File: src/sv/rgco_pkg.sv
`default_nettype none
package rgco_pkg;

  localparam int IndexBits = 16;
  localparam int SqrtSteps = 32;
  localparam int DivSteps  = 12;

  localparam logic [15:0] IndexMask = 16'((1 << IndexBits) - 1);

  localparam logic [7:0] CostMax     = 8'd252;
  localparam logic [7:0] CostUnknown = 8'd255;

  typedef enum logic [3:0] {
    REG_LAYER_ENABLE   = 4'd0,
    REG_CENTER_X       = 4'd1,
    REG_CENTER_Y       = 4'd2,
    REG_FALLOFF_RADIUS = 4'd3,
    REG_PEAK_STRENGTH  = 4'd4,
    REG_CELL_SIZE      = 4'd5,
    REG_GRID_ORIGIN_X  = 4'd6,
    REG_GRID_ORIGIN_Y  = 4'd7
  } reg_index_t;

  typedef struct packed {
    logic       kill;
    logic       on_edge;
    logic [7:0] old_cost;
  } tag_t;

  typedef struct packed {
    logic [63:0] rad;
    logic [33:0] rem;
    logic [31:0] root;
    tag_t        tag;
  } sqrt_t;

  typedef struct packed {
    logic [54:0] rem;
    logic [53:0] dsh;
    logic [11:0] quo;
    tag_t        tag;
  } div_t;

endpackage
`default_nettype wire

File: src/sv/rgco_div_cell.sv
`default_nettype none
module rgco_div_cell (
  input  logic          clk,
  input  logic          rst,
  input  logic          adv,
  input  logic          in_valid,
  input  rgco_pkg::div_t in_data,
  output logic          out_valid,
  output rgco_pkg::div_t out_data
);
  import rgco_pkg::*;

  logic take;
  div_t nxt;

  always_comb begin
    take    = (in_data.rem >= {1'b0, in_data.dsh});
    nxt     = in_data;
    nxt.dsh = {1'b0, in_data.dsh[53:1]};
    if (take) begin
      nxt.rem = in_data.rem - {1'b0, in_data.dsh};
      nxt.quo = {in_data.quo[10:0], 1'b1};
    end else begin
      nxt.quo = {in_data.quo[10:0], 1'b0};
    end
  end

  always_ff @(posedge clk) begin
    if (rst) begin
      out_valid <= 1'b0;
    end else if (adv) begin
      out_valid <= in_valid;
    end
  end

  always_ff @(posedge clk) begin
    if (adv) begin
      out_data <= nxt;
    end
  end

endmodule
`default_nettype wire

File: config.mk
export PLATFORM = sky130hd
export DESIGN_NAME = rgco_div_cell
export DESIGN_NICKNAME = d
export VERILOG_FILES = /design/src/sv/rgco_pkg.sv /design/src/sv/rgco_div_cell.sv
export SDC_FILE = /design/constraint.sdc
export NUM_CORES = 1
export LEC_CHECK = 0
export BUFFER_PORTS_ARGS = -buffer_cell sky130_fd_sc_hd__buf_2
export CAP_MARGIN = 30
export CORE_UTILIZATION = 47
export DETAILED_ROUTE_END_ITERATION = 10
export HOLD_SLACK_MARGIN = 0.03
export PLACE_DENSITY = 0.78
export SETUP_SLACK_MARGIN = 0.02
export SYNTH_ARGS = -nofsm -noshare
export SYNTH_HDL_FRONTEND = slang
export SYNTH_SLANG_ARGS = --single-unit
File: constraint.sdc
create_clock -name clk -period 2.7 [get_ports clk]
set_input_delay 0.135 -clock clk [delete_from_list [all_inputs] [get_ports clk]]
set_output_delay 0.135 -clock clk [all_outputs]
set_load 0.03 [all_outputs]
==> qor.csv <==
stage,metric,value,unit
outcome,status,completed,
grt,vias in the first global route,8334,
logic_synthesis,register bit count reported by yosys,131,
worst_setup_path,WP data arrival,2.70,ns
routing,final wirelength,25.8,mm
logic_synthesis,"Top FF cell, synth",edfxtp_1,
floorplan,Initial Utilization,48.7,%
finish,Final Net Count,1500,
finish,"Design Area, Final",12400,um^2
grt,largest net degree at the start of global routing,68,
pwr,Max IR drop VDD,0.481,mV
sta,worst setup margin,0.179,ns
grt,gr usage total,29.1,%
routing,ANT nets after route,0,
pwr,power share of the combinational group,31.0,%
routing,First-pass DRT Iterations,5,
floorplan,Core Area,16800,um^2
place,pre-CTS WS,-0.473,ns
pwr,Seq pwr share,34.3,%
run,Max Cap Viol,0,
cts,clk slew on worst S/H paths,0.06,ns
pwr,total power,7530,uW
floorplan,DIE HEIGHT,134,um
place,placed cell area,10800,um^2
logic_synthesis,Syn Inst Count,821,
logic_synthesis,cell area after synthesis,8170,um^2
worst_setup_path,CP Depth,12,
pwr,cell-internal power,5120,uW
floorplan,die span in x,134,um
logic_synthesis,Synth Area in XOR/XNOR,4.93,%
finish,share of cells above drive strength 1,36.7,%
worst_setup_path,"Slowest-stage cell, CP",nor3_1,
pwr,clock power share,34.7,%
logic_synthesis,Async SR Flop Fraction,0,%
sta,Max Fclk,397,MHz
sta,Worst Tran Pin Value,0.556,ns
sta,Slew headroom,62.6,%
floorplan,die area,17900,um^2
logic_synthesis,Mapped Nets,1011,
logic_synthesis,Yosys warning total,0,
grt,first-pass GRT wire length,40.7,mm
sta,Clock Skew,0,ns
worst_setup_path,Setup crit start kind,input pin,
cts,clock sink count,131,
routing,DRT iter0 DRCs,483,
logic_synthesis,largest family of logic cells by synthesized area,compound AO/OA/AOI/OAI gates,
logic_synthesis,Netlist cell types,69,
sta,final setup vio count,0,
worst_setup_path,crit-path leading delay family,simple AND/OR/NAND/NOR gates,
sta,Period minus WS final,2.52,ns
finish,P&R area growth vs syn,51.4,%
logic_synthesis,Mean Syn Cell Area,9.95,um^2
worst_setup_path,data required time at the worst endpoint,2.88,ns
worst_setup_path,worst r2r path cells,3,
cts,H-tree Lvls,4,
routing,wire per inst,16.7,um
sta,count of pins over their slew limit,0,
logic_synthesis,mux share of post-synthesis cell area,0.536,%
cts,Max clock buf depth,2,
worst_setup_path,r2r setup slk,1.58,ns
cts,CTS tree,yes,
worst_setup_path,crit-path max cell delay,0.47,ns
place,HPWL after detailed placement,18.4,mm
hold_path,Hold Crit Class,in2reg,
worst_setup_path,worst-path fanout max,4,
worst_setup_path,crit path kind,in2reg,
cts,clk_lat worst skew,0.43,ns
worst_setup_path,WP buf/inv,3,
finish,"non-filler cells, final",1544,
pwr,switching share of power,32.0,%
routing,drc violations,0,
pwr,reported leakage power,0.00576,uW
finish,"commonest non-fill, non-tap cells in the layout","buf_2, buf_4, edfxtp_1",
logic_synthesis,post-synthesis sequential area ratio,48.0,%
finish,"most common cell after layout, fill and taps aside",buf_2,
logic_synthesis,"EDFF count, synth",130,
routing,Vias,8156,
place,routability cong.,0.936,
place,placed insts,1421,
grt,initial antenna violation count,2,
worst_setup_path,crit path capture type,register,
hold_path,Min-Delay Path Depth,3,
pwr,Sw Pwr,2410,uW
grt,total grt overflow,0,
sta,Hold Fails Final Rpt,0,
logic_synthesis,Simple-Gate Fraction of Synth Area,13.2,%
cts,cts bufs inserted,17,
cts,CTS Root Cell,clkbuf_16,
sta,Min Hold Slack,0.0419,ns
floorplan,io pins,267,
worst_setup_path,CP cell instances,buf_2 -> inv_1 -> ha_1 -> buf_4 -> and3_1 -> nand2_1 -> or3_1 -> nor3_1 -> nor4_2 -> or2_1 -> xnor2_1 -> mux2_2,
place,Port Buffers,264,
logic_synthesis,adder-cell area share of the yosys netlist,8.51,%
logic_synthesis,Synth Area in Compound Gates,18.9,%
sta,fin crit share,93.4,%
floorplan,cell row count,47,
pwr,pwr/cell area,609,nW/um^2
routing,vias per inst,5.28,
sta,RSZ-0062 raised after global routing,yes,
layout make-up:
cell class / count / area (um^2)
sequential: 131 / 3920
timing repair buffer: 508 / 3410
clock buffer: 18 / 429
multi-input combinational: 583 / 3840
clock inverter: 14 / 225
fill: 1250 / 4390
inverter: 69 / 262
antenna: 1 / 2.50
tap: 220 / 275
cell families (layout without fill, tap and decap cells):
logic type	count (synthesis)	in the layout
other	1	2
AOI/OAI and AO/OA	245	245
buffers and inverters	107	609
DFF	131	131
muxes	4	4
xor gates and xnor gates	46	46
and+or+nand+nor	232	232
adders and majority gates	55	55
cell usage after synthesis (3+ instances only):
cell type	count	area share [%]
edfxtp_1	130	48
a21oi_1	99	6.1
nand2_1	73	3.4
nor2_1	72	3.3
inv_1	68	3.1
ha_1	54	8.3
a21o_1	35	3.2
o21ai_0	35	2.1
xnor2_1	30	3.2
buf_2	23	1.4
nand4_1	20	1.5
nor3_1	16	0.98
xor2_1	16	1.7
o21ai_1	12	0.74
buf_4	10	0.92
o21bai_1	9	0.83
nor4_1	8	0.61
nand3_1	7	0.43
o21a_1	6	0.55
o31ai_1	6	0.55
a31oi_1	5	0.38
and2_1	5	0.38
and3_1	5	0.38
nand2b_1	5	0.38
nor2b_1	5	0.38
a21boi_0	4	0.37
clkbuf_1	4	0.18
o211ai_1	4	0.37
or3_1	4	0.31
mux2_2	3	0.41
o211a_1	3	0.37
power by group through the flow:
stage / combinational [uW] / sequential, uW / clock (uW)
2_1_floorplan: 865 / 3100 / 0
3_3_place_gp: 2150 / 2620 / 0
6_report: 2330 / 2580 / 2620
5_1_grt: 2500 / 2600 / 2710
3_5_place_dp: 2170 / 2620 / 0
4_1_cts: 2290 / 2580 / 2630
final timing paths:
check | end | from
hold / removal | out_data[100]$_DFFE_PP_ | in_data[100]
hold reg to reg | out_valid$_SDFFE_PP0P_ | out_valid$_SDFFE_PP0P_
setup reg to reg | out_valid$_SDFFE_PP0P_ | out_valid$_SDFFE_PP0P_
setup / recovery | out_data[112]$_DFFE_PP_ | in_data[40]
through the flow:
step / TNS (ns) / util [%]
2_1_floorplan: 0 / -
3_3_place_gp: -12.32 / 64.1
3_5_place_dp: -15.30 / 64.1
4_1_cts: 0 / 73.3
5_1_grt: -0.0130 / 73.8
6_report: 0 / 73.8
sequential cells by signal, indices dropped and copies added, names as in the netlist:
name,flops
out_valid,1
out_data,130
metal layers:
metal	up-vias	track usage [%]	routed length, um
met5	-	0	11
li1	3966	-	-
met1	3805	35.3	10500
met3	48	5.44	1770
met2	335	51.6	13000
met4	2	9.72	527
tightest hold or removal path: cells and delay by family:
family / cells / cell delay (ns)
buf+inv: 1 / 0.09
compound gates: 1 / 0.08
simple gates: 1 / 0.04
repair_timing:
action	in CTS	in global routing
resized for setup	1	14
buffers inserted	0	3
setup endpoints to repair	1	47
hold buffers	87	0
endpoints found under the hold margin	86	0
pin swaps	0	6
No activity file was read; power rests on OpenSTA's default activity.
