===== src/sv/rgco_pkg.sv =====
`default_nettype none
package rgco_pkg;

  localparam int IndexBits = 16;
  localparam int SqrtSteps = 32;
  localparam int DivSteps  = 12;

  localparam logic [15:0] IndexMask = 16'((1 << IndexBits) - 1);

  localparam logic [7:0] CostMax     = 8'd252;
  localparam logic [7:0] CostUnknown = 8'd255;

  typedef enum logic [3:0] {
    REG_LAYER_ENABLE   = 4'd0,
    REG_CENTER_X       = 4'd1,
    REG_CENTER_Y       = 4'd2,
    REG_FALLOFF_RADIUS = 4'd3,
    REG_PEAK_STRENGTH  = 4'd4,
    REG_CELL_SIZE      = 4'd5,
    REG_GRID_ORIGIN_X  = 4'd6,
    REG_GRID_ORIGIN_Y  = 4'd7
  } reg_index_t;

  typedef struct packed {
    logic       kill;
    logic       on_edge;
    logic [7:0] old_cost;
  } tag_t;

  typedef struct packed {
    logic [63:0] rad;
    logic [33:0] rem;
    logic [31:0] root;
    tag_t        tag;
  } sqrt_t;

  typedef struct packed {
    logic [54:0] rem;
    logic [53:0] dsh;
    logic [11:0] quo;
    tag_t        tag;
  } div_t;

endpackage
`default_nettype wire


===== src/sv/rgco_sqrt_cell.sv =====
`default_nettype none
module rgco_sqrt_cell (
  input  logic           clk,
  input  logic           rst,
  input  logic           adv,
  input  logic           in_valid,
  input  rgco_pkg::sqrt_t in_data,
  output logic           out_valid,
  output rgco_pkg::sqrt_t out_data
);
  import rgco_pkg::*;

  logic [35:0] rem_sh;
  logic [35:0] trial;
  logic        take;
  sqrt_t       nxt;

  always_comb begin
    rem_sh = {in_data.rem, in_data.rad[63:62]};
    trial  = {2'b00, in_data.root, 2'b01};
    take   = (rem_sh >= trial);
    nxt     = in_data;
    nxt.rad = {in_data.rad[61:0], 2'b00};
    if (take) begin
      nxt.rem  = 34'(rem_sh - trial);
      nxt.root = {in_data.root[30:0], 1'b1};
    end else begin
      nxt.rem  = rem_sh[33:0];
      nxt.root = {in_data.root[30:0], 1'b0};
    end
  end

  always_ff @(posedge clk) begin
    if (rst) begin
      out_valid <= 1'b0;
    end else if (adv) begin
      out_valid <= in_valid;
    end
  end

  always_ff @(posedge clk) begin
    if (adv) begin
      out_data <= nxt;
    end
  end

endmodule
`default_nettype wire


===== config.mk =====
export PLATFORM = sky130hd
export DESIGN_NAME = rgco_sqrt_cell
export DESIGN_NICKNAME = d
export VERILOG_FILES = /design/src/sv/rgco_pkg.sv /design/src/sv/rgco_sqrt_cell.sv
export SDC_FILE = /design/constraint.sdc
export NUM_CORES = 1
export LEC_CHECK = 0
export BUFFER_PORTS_ARGS = -buffer_cell sky130_fd_sc_hd__buf_2
export CORE_MARGIN = 3
export CORE_UTILIZATION = 40
export DETAILED_ROUTE_END_ITERATION = 8
export GPL_ROUTABILITY_DRIVEN = 1
export MAX_ROUTING_LAYER = met4
export PLACE_DENSITY_LB_ADDON = 0.25
export SYNTH_ARGS = -nofsm -noshare
export SYNTH_HDL_FRONTEND = slang
export SYNTH_SLANG_ARGS = --single-unit

===== constraint.sdc =====
create_clock -name clk -period 5.2 [get_ports clk]
set_input_delay 0.26 -clock clk [delete_from_list [all_inputs] [get_ports clk]]
set_output_delay 0.26 -clock clk [all_outputs]
set_load 0.05 [all_outputs]

==> results of run 1 <==
synth_stat cells, types with 3 or more instances:
| cell | count | share of area (%) |
|---|---|---|
| nor3_1 | 8 | 0.61 |
| o21ai_1 | 31 | 2.4 |
| nand4_1 | 7 | 0.67 |
| o21ai_0 | 12 | 0.92 |
| a21oi_1 | 26 | 2.0 |
| edfxtp_1 | 138 | 63 |
| o41ai_1 | 3 | 0.40 |
| nor2_1 | 15 | 0.86 |
| xnor2_1 | 12 | 1.6 |
| buf_4 | 3 | 0.34 |
| a21o_1 | 21 | 2.4 |
| mux2i_1 | 4 | 0.61 |
| nand2b_1 | 6 | 0.57 |
| inv_1 | 41 | 2.3 |
| buf_2 | 6 | 0.46 |
| a31oi_1 | 5 | 0.48 |
| nand3_1 | 4 | 0.31 |
| nand2_1 | 48 | 2.7 |
| clkbuf_1 | 5 | 0.29 |
| xor2_1 | 16 | 2.1 |
| mux2_1 | 3 | 0.52 |
| and2_1 | 6 | 0.57 |
| o31ai_1 | 3 | 0.34 |
| o211ai_1 | 3 | 0.34 |
| and3_1 | 9 | 0.86 |
| ha_1 | 34 | 6.5 |
flip-flops by register name, indices dropped and copies added, names as in the netlist:
name       flops
out_data     138
out_valid      1
metrics by stage:
step                cells  total power [uW]  setup WS, ns
global placement      994              2300          1.60
CTS                  1075              3500          1.96
detailed placement    994              2310          1.54
finish               1077              3470          2.04
global route         1077              3610          1.72
floorplan             508              2060          2.56
worst max-delay path by stage:
stage,startpoint,end,slack [ns],depth (start not counted)
after floorplan,in_data[37],out_data[45],2.56,10
after global placement,in_data[17],out_data[45],1.60,10
after detailed placement,in_data[17],out_data[45],1.54,10
after CTS,in_data[17],out_data[45],1.96,10
after global routing,in_data[17],out_data[45],1.72,10
final,in_data[17],out_data[45],2.04,10
where the power goes:
group | switching (uW) | internal (uW) | total (uW)
sequential | 26.3 | 1370 | 1390
combinational | 666 | 261 | 927
clock | 518 | 630 | 1150
total | 1210 | 2260 | 3470
cell families after synthesis:
group | after synthesis | share of synthesized area, %
fa+ha+maj | 34 | 6.49
mux | 7 | 1.13
flops | 139 | 63.5
other cells | 1 | 0.0572
xor+xnor | 28 | 3.74
compound gates | 129 | 13.2
simple gates | 113 | 8.38
buf+inv | 56 | 3.49
layout make-up:
class / count / area (sq um)
antenna: 1 / 2.50
clock buffer: 18 / 429
clock inverter: 14 / 124
fill: 1346 / 6700
inverter: 42 / 158
multi-input combinational: 313 / 2170
sequential: 139 / 4160
tap: 216 / 270
timing repair buffer: 334 / 1930
repair_timing:
item                      CTS  global route
hold endpoints to repair   49             1
resized for setup           0             0
hold buffers               49             1
metal layers:
layer | GRT usage [%] | up-vias | part of all wire (%) | wire length (microns)
met4 | 8.23 | 0 | 2.4 | 448
met2 | 35.7 | 200 | 50 | 9340
li1 | - | 2568 | - | -
met3 | 5.48 | 31 | 6.7 | 1240
met5 | - | - | 0 | 0
met1 | 23.5 | 2439 | 40 | 7500
==> impl_metrics.json, run 1 <==
{
  "status": "completed",
  "worst_pin_slew_ns": 0.828,
  "powerDensity_nw_per_um2": 375,
  "synth-seq-cells": 139,
  "cp_cell_sequence": "buf_2 > inv_1 > ha_1 > a21o_1 > o41ai_1 > o211ai_1 > a211oi_1 > o21a_2 > buf_4 > mux2_1",
  "critical_path_class": "input pin to flop",
  "r2r_cells": 2,
  "setup_violations": 0,
  "synth_edf_count": 138,
  "fin_crit_sh_pct": 60.8,
  "r2r_setup_slack_ns": 4.62,
  "cp-start-kind": "input pin",
  "fmax_ghz": 0.316,
  "peakVddDrop_mv": 0.219,
  "whs_endpoint": "out_data[96]",
  "syn_area_per_cell_sq_um": 12.9,
  "design_area_sq_um": 9250,
  "cp_slowest_cell": "o21a_2",
  "chipHeight_microns": 134,
  "drtAntennaViolNets": 0,
  "cp_slowest_stage_delay_ns": 0.68,
  "cts_root_buf": "clkbuf_16",
  "fin_skew_ns": 0,
  "ctsHtreeMaxLevel": 4,
  "leakage_uw": 0.00414,
  "mostFrequentLayoutCells": "281 x buf_2, 138 x edfxtp_1, 50 x dlygate4sd3_1, 48 x nand2_1, 41 x inv_1",
  "drt_pre_antenna_iters": 4,
  "async_flop_share_pct": 0,
  "critPathBufInv": 3,
  "core_region_area_sq_um": 15900,
  "arrival_ns": 3.33,
  "layout_min_cycle_time_ns": 3.16,
  "seq_area_frac_synth_pct": 63.5,
  "grt_max_degree": 92,
  "start_util_pct": 41.1,
  "crit_fanout": 41,
  "yosysUniqueCellTypes": 58,
  "max-cap-violations": 0,
  "fp.dieW_microns": 134,
  "rsz0062_at_grt": "false",
  "syn-cell-area_sq_um": 6550,
  "cts_buffer_depth": 2,
  "cts_tree": "built",
  "drt-wirelength-per-cell_microns": 17.2,
  "whs_path_depth": 1,
  "clkTransAtPathRegs_ns": 0.06,
  "gp_congestion": 0.827,
  "grt_pass1_vias": 5382,
  "worstHoldPathType": "input pin to flop",
  "dpl_cell_area_sq_um": 8190,
  "syn_inst": 507,
  "clock_latency_ns": 0.42,
  "hold_viol": 0,
  "yosys_warnings": 0,
  "finalSetupTns_ns": 0,
  "synth_ff_type": "edfxtp_1",
  "vias": 5238,
  "nets": 1025,
  "cp.required_ns": 5.37,
  "max_slew_margin_pct": 44.8,
  "hpwl_microns": 13400,
  "mostFrequentLayoutCell": "buf_2",
  "end_kind": "flop",
  "worst_hold_slack_ns": 0.0187,
  "grt_first_pass_wirelength_microns": 28000,
  "dr.first_iter.drc_count": 253,
  "r2r-start": "out_valid",
  "rows": 46,
  "syn_to_final_growth_pct": 41.1,
  "r2r_end": "out_valid",
  "antenna_found_initial": 1,
  "final_max_slew_viol_count": 0,
  "final_util_pct": 58.0,
  "drive_gt1_share_pct": 37.8,
  "cts_setup_buffers": 0,
  "io_buffers": 282,
  "hp-start": "in_data[94]",
  "dieArea_sq_um": 18000,
  "drc": 0,
  "grt_overflow_total": 0,
  "cp_top_family": "compound AO/OA/AOI/OAI gates",
  "cts_sinks": 139,
  "track_usage_pct": 20.9,
  "drt_wl_total_microns": 18500,
  "io_pins": 285,
  "routed_via_density": 4.86,
  "cts_buffers": 17
}
(Power assumes the default switching activity.)
==> inputs of run 2 (changes only) <==
Clock period 5.2 ns to 3 ns, I/O delays scaled along.
==> run 2 against run 1 <==
- register-to-register slack got worse by 2.8 ns
- global-route usage grew 1.5 points
- design area grew 7.8%
- total power rose by 76%
- wire length increased by 6.3%
- die area unchanged
- clock power rose by 71%
- utilization up 4.5 points
- sequential share of layout area down 3.3 points
- critical path type unchanged
==> impl_metrics.json, run 2 (synthesized netlist as in run 1, its figures left out) <==
{
  "power.switching_uw": 2110,
  "num_antenna_cells": 0,
  "io_pins": 285,
  "drt-wirelength-per-cell_microns": 17.2,
  "fin_skew_ns": 0,
  "final_cells": 1147,
  "end_kind": "flop",
  "largest_register_ffs": 138,
  "vias": 5622,
  "core_region_area_sq_um": 15900,
  "grt_overflow_total": 0,
  "setup_violations": 0,
  "io_buffers": 282,
  "dp_slack_ns": 0.0568,
  "clock_latency_ns": 0.42,
  "power.total_uw": 6090,
  "arrival_ns": 3.03,
  "mostFrequentLayoutCells": "281 x buf_2, 138 x edfxtp_1, 105 x dlygate4sd3_1, 48 x nand2_1, 41 x inv_1",
  "antenna_found_initial": 0,
  "crit_fanout": 6,
  "grt_max_degree": 60,
  "critical_path_class": "input pin to flop",
  "max_slew_margin_pct": 62.8,
  "r2r_setup_slack_ns": 1.85,
  "final_max_slew_viol_count": 0,
  "place_inst": 1007,
  "power_frac_comb_pct": 27.9,
  "hpwl_microns": 13900,
  "cts_buffer_depth": 2,
  "powerDensity_nw_per_um2": 611,
  "whs_path_depth": 3,
  "routed_via_density": 4.90,
  "max-cap-violations": 0,
  "pwr-share-seq_pct": 39.7,
  "cp-start-kind": "input pin",
  "drtAntennaViolNets": 0,
  "chipHeight_microns": 134,
  "hp-start": "in_data[48]",
  "grt_first_pass_wirelength_microns": 30300,
  "track_usage_pct": 22.4,
  "clkTransAtPathRegs_ns": 0.06,
  "grt_pass1_vias": 5752,
  "multi_input_area_sq_um": 2190,
  "cp.required_ns": 3.17,
  "drt_wl_total_microns": 19700,
  "fp.dieW_microns": 134,
  "peakVddDrop_mv": 0.356,
  "cp_slowest_stage_delay_ns": 0.52,
  "cts_buffers": 17,
  "final_util_pct": 62.5,
  "ctsHtreeMaxLevel": 4,
  "cp_cell_sequence": "dlygate4sd3_1 > buf_2 > inv_1 > ha_1 > a21o_1 > a31o_1 > a221oi_2 > o211ai_1 > buf_4 > a21o_1 > a21oi_1 > xor2_1 > o21ai_1",
  "dpl_cell_area_sq_um": 8310,
  "cp_slowest_cell": "dlygate4sd3_1",
  "layout_min_cycle_time_ns": 2.86,
  "fin_crit_sh_pct": 95.3,
  "cts_tree": "built",
  "dieArea_sq_um": 18000,
  "p_clk_share_pct": 32.3,
  "leakage_uw": 0.00446,
  "drc": 0,
  "dr.first_iter.drc_count": 240,
  "whs_endpoint": "out_data[50]",
  "seqCellArea_sq_um": 4160,
  "worstHoldPathType": "input pin to flop",
  "design_area_sq_um": 9970,
  "cts_sinks": 139,
  "setup_ws_ns": 0.142,
  "p_int_uw": 3990,
  "syn_to_final_growth_pct": 52.1,
  "rows": 46,
  "top_register": "out_data",
  "n_fill_cell": 1234,
  "fmax_ghz": 0.350,
  "r2r_cells": 3,
  "status": "completed",
  "r2r_end": "out_valid",
  "cts_root_buf": "clkbuf_16",
  "swShare_pct": 34.6,
  "cp_top_family": "compound AO/OA/AOI/OAI gates",
  "drive_gt1_share_pct": 36.9,
  "worst_pin_slew_ns": 0.558,
  "gp_congestion": 0.833,
  "critPathMostFrequentCell": "a21o_1",
  "r2r-start": "out_valid",
  "start_util_pct": 41.1,
  "hold_viol": 0,
  "critPathBufInv": 4,
  "drt_pre_antenna_iters": 5,
  "nets": 1096,
  "mostFrequentLayoutCell": "buf_2",
  "largestRegisters": "out_data: 138 flops, out_valid: 1 flops"
}
[run 2: routing by layer]
layer  vias up  wire length (microns)  part of all wire, %  track usage [%]
met5         -                      0                    0                -
met4         0                    415                  2.1             7.66
met3        29                   1150                  5.8             5.40
met2       218                   9960                   51             37.5
met1      2662                   8170                   41             26.6
li1       2713                      -                    -                -
[run 2: worst max path at each step]
| stage | startpoint | endpoint | slack (ns) | cells after the start |
|---|---|---|---|---|
| 4_1_cts | in_data[10] | out_data[44] | 0.04 | 12 |
| 2_1_floorplan | in_data[37] | out_data[45] | 0.47 | 10 |
| 5_1_grt | in_data[19] | out_data[61] | -0.01 | 12 |
| 3_3_place_gp | in_data[17] | out_data[43] | 0.15 | 10 |
| 3_5_place_dp | in_data[17] | out_data[44] | 0.06 | 10 |
| 6_report | in_data[19] | out_data[59] | 0.14 | 13 |
[run 2: power groups by stage]
stage	Combinational (uW)	Clock, uW	Sequential, uW
6_report	1700	1970	2420
5_1_grt	1810	2110	2440
2_1_floorplan	431	0	3140
3_3_place_gp	1560	0	2460
4_1_cts	1690	2020	2420
3_5_place_dp	1580	0	2460
[run 2: layout make-up]
class	instances	share of cell area [%]
clock buffers	18	4.30
clock inverters	14	1.24
inverters	42	1.58
multi-input cells	313	22.0
flip-flops and latches	139	41.8
well taps	216	2.71
repair buffers	405	26.4
[run 2: repair_timing]
item,in CTS,in global routing
setup buffers,0,3
endpoints found under the setup margin,0,21
hold buffers,105,0
resized for setup,0,6
hold endpoints to repair,104,0
[run 2: per-stage QoR]
stage	TNS (ns)	hold slack [ns]
finish	0	0.0305
floorplan	0	0.222
detailed placement	0	0.323
CTS	0	0.00397
global route	-0.0146	0.0222
global placement	0	0.309
[run 2: tightest hold or removal path, delay by kind of cell]
kind,cells,cell delay [ns]
and+or+nand+nor,1,0.04
AOI/OAI and AO/OA,1,0.06
buffers and inverters,1,0.09
==> inputs of run 3 (changes only) <==
Settings changed: PLACE_DENSITY_LB_ADDON 0.25 to 0.1, SETUP_SLACK_MARGIN from default to 0.05.
==> run 3 against run 2 <==
- utilization rose by 0.46 points
- clock-buffer cell count fell by 1
- combinational power barely moved
- clock power barely moved
- clock skew did not move
- die area did not move
- sequential share of layout area fell by 0.31 points
- sequential power barely moved
- worst hold slack improved by 0.0038 ns
- critical path type unchanged
- largest power group unchanged
==> impl_metrics.json, run 3 (synthesized netlist as in run 1, its figures left out) <==
{
  "worst_pin_slew_ns": 0.636,
  "end_kind": "flop",
  "setup_violations": 0,
  "cts_tree": "built",
  "start_util_pct": 41.1,
  "ctsHtreeMaxLevel": 4,
  "grt_max_degree": 64,
  "num_antenna_cells": 0,
  "drt-wirelength-per-cell_microns": 17.2,
  "grt_first_pass_wirelength_microns": 30200,
  "cts_sinks": 139,
  "chipHeight_microns": 134,
  "powerDensity_nw_per_um2": 608,
  "finalSetupTns_ns": 0,
  "syn_to_final_growth_pct": 53.2,
  "status": "completed",
  "cts_buffer_depth": 2,
  "drive_gt1_share_pct": 38.4,
  "layout_min_cycle_time_ns": 2.88,
  "io_buffers": 282,
  "dieArea_sq_um": 18000,
  "rows": 46,
  "largestRegisters": "out_data: 138 flops, out_valid: 1 flops",
  "cts_buffers": 17,
  "routed_via_density": 4.86,
  "dp_slack_ns": 0.142,
  "largest_register_ffs": 138,
  "antenna_found_initial": 0,
  "max-cap-violations": 0,
  "cts_root_buf": "clkbuf_16",
  "nets": 1102,
  "hpwl_microns": 14000,
  "fin_crit_sh_pct": 96.0,
  "peakVddDrop_mv": 0.357,
  "crit_fanout": 3,
  "track_usage_pct": 22.2,
  "cp-start-kind": "input pin",
  "drc": 0,
  "mostFrequentLayoutCell": "buf_2",
  "hold_viol": 0,
  "max_slew_margin_pct": 57.6,
  "grt_overflow_total": 0,
  "final_max_slew_viol_count": 0,
  "rsz0062_at_grt": "true",
  "cp.required_ns": 3.17,
  "power.total_uw": 6110,
  "critical_path_class": "input pin to flop",
  "io_pins": 285,
  "drt_wl_total_microns": 19800,
  "clkTransAtPathRegs_ns": 0.06,
  "dr.first_iter.drc_count": 301,
  "grt_pass1_vias": 5631,
  "mostFrequentLayoutCells": "281 x buf_2, 138 x edfxtp_1, 105 x dlygate4sd3_1, 48 x nand2_1, 41 x inv_1",
  "top_register": "out_data",
  "worstHoldPathType": "input pin to flop",
  "drt_pre_antenna_iters": 4,
  "fin_skew_ns": 0,
  "core_region_area_sq_um": 15900,
  "vias": 5597,
  "drtAntennaViolNets": 0,
  "arrival_ns": 3.05,
  "leakage_uw": 0.00447,
  "gp_congestion": 0.838,
  "clock_latency_ns": 0.41,
  "fp.dieW_microns": 134,
  "fmax_ghz": 0.347,
  "setup_ws_ns": 0.120
}
==> run 3: cell types whose count changed in the layout (fill, tap and decap cells not counted), moves of 2 or more <==
cell      delta
buf_4        +7
clkinv_2     +3
ha_1         -8
ha_2         +7
inv_6        -4
inv_8        -2
==> run 3: final cells by class <==
cell class,count,area (sq um)
clock buffer,17,425
clock inverter,14,123
fill,1267,5900
inverter,42,158
multi-input combinational,314,2250
sequential,139,4160
tap,216,270
timing repair buffer,410,2650
==> run 3: path summary, 6_finish.rpt <==
kind                    start      endpoint  slack [ns]  cells after the start
setup reg to reg    out_valid     out_valid        1.86                      3
setup / recovery  in_data[13]  out_data[68]        0.12                     12
hold / removal    in_data[55]  out_data[57]        0.03                      3
hold reg to reg     out_valid     out_valid        1.04                      3
==> run 3: critical path: stages <==
cell,delay [ns]
dlygate4sd3_1,0.53
buf_2,0.11
inv_1,0.05
ha_1,0.31
a21o_1,0.18
or3_1,0.32
o21a_4,0.23
a311oi_4,0.36
o21ai_4,0.10
a311oi_4,0.34
mux2i_1,0.15
a31o_1,0.22
==> run 3: repair_timing <==
item                       in CTS  in global routing
hold endpoints to repair      104                  0
resized for setup               0                 16
hold buffers                  105                  0
setup endpoints to repair       0                 33
buffers inserted                0                  9
==> run 3: per-layer routing <==
metal | GRT usage (%) | part of all wire (%)
met3 | 5.59 | 6.5
met4 | 6.00 | 1.5
met5 | - | 0
met2 | 37.9 | 51
met1 | 26.4 | 41
==> run 3: where the power goes <==
part	leakage [uW]	total, uW	internal, uW	switching [uW]
Clock	0.000259	1960	1130	829
Combinational	0.00286	1730	543	1190
Sequential	0.00136	2420	2370	48.0
Total	0.00447	6110	4050	2060
==> run 3: metrics by stage <==
step | instance area, sq um | hold slack [ns] | instances | util [%]
5_1_grt | 10000 | 0.0318 | 1152 | 63.0
4_1_cts | 9890 | 0.0184 | 1142 | 62.0
2_1_floorplan | 6560 | 0.222 | 508 | -
3_5_place_dp | 8290 | 0.316 | 1006 | 52.0
6_report | 10000 | 0.0343 | 1152 | 63.0
3_3_place_gp | 8290 | 0.313 | 1006 | 52.0
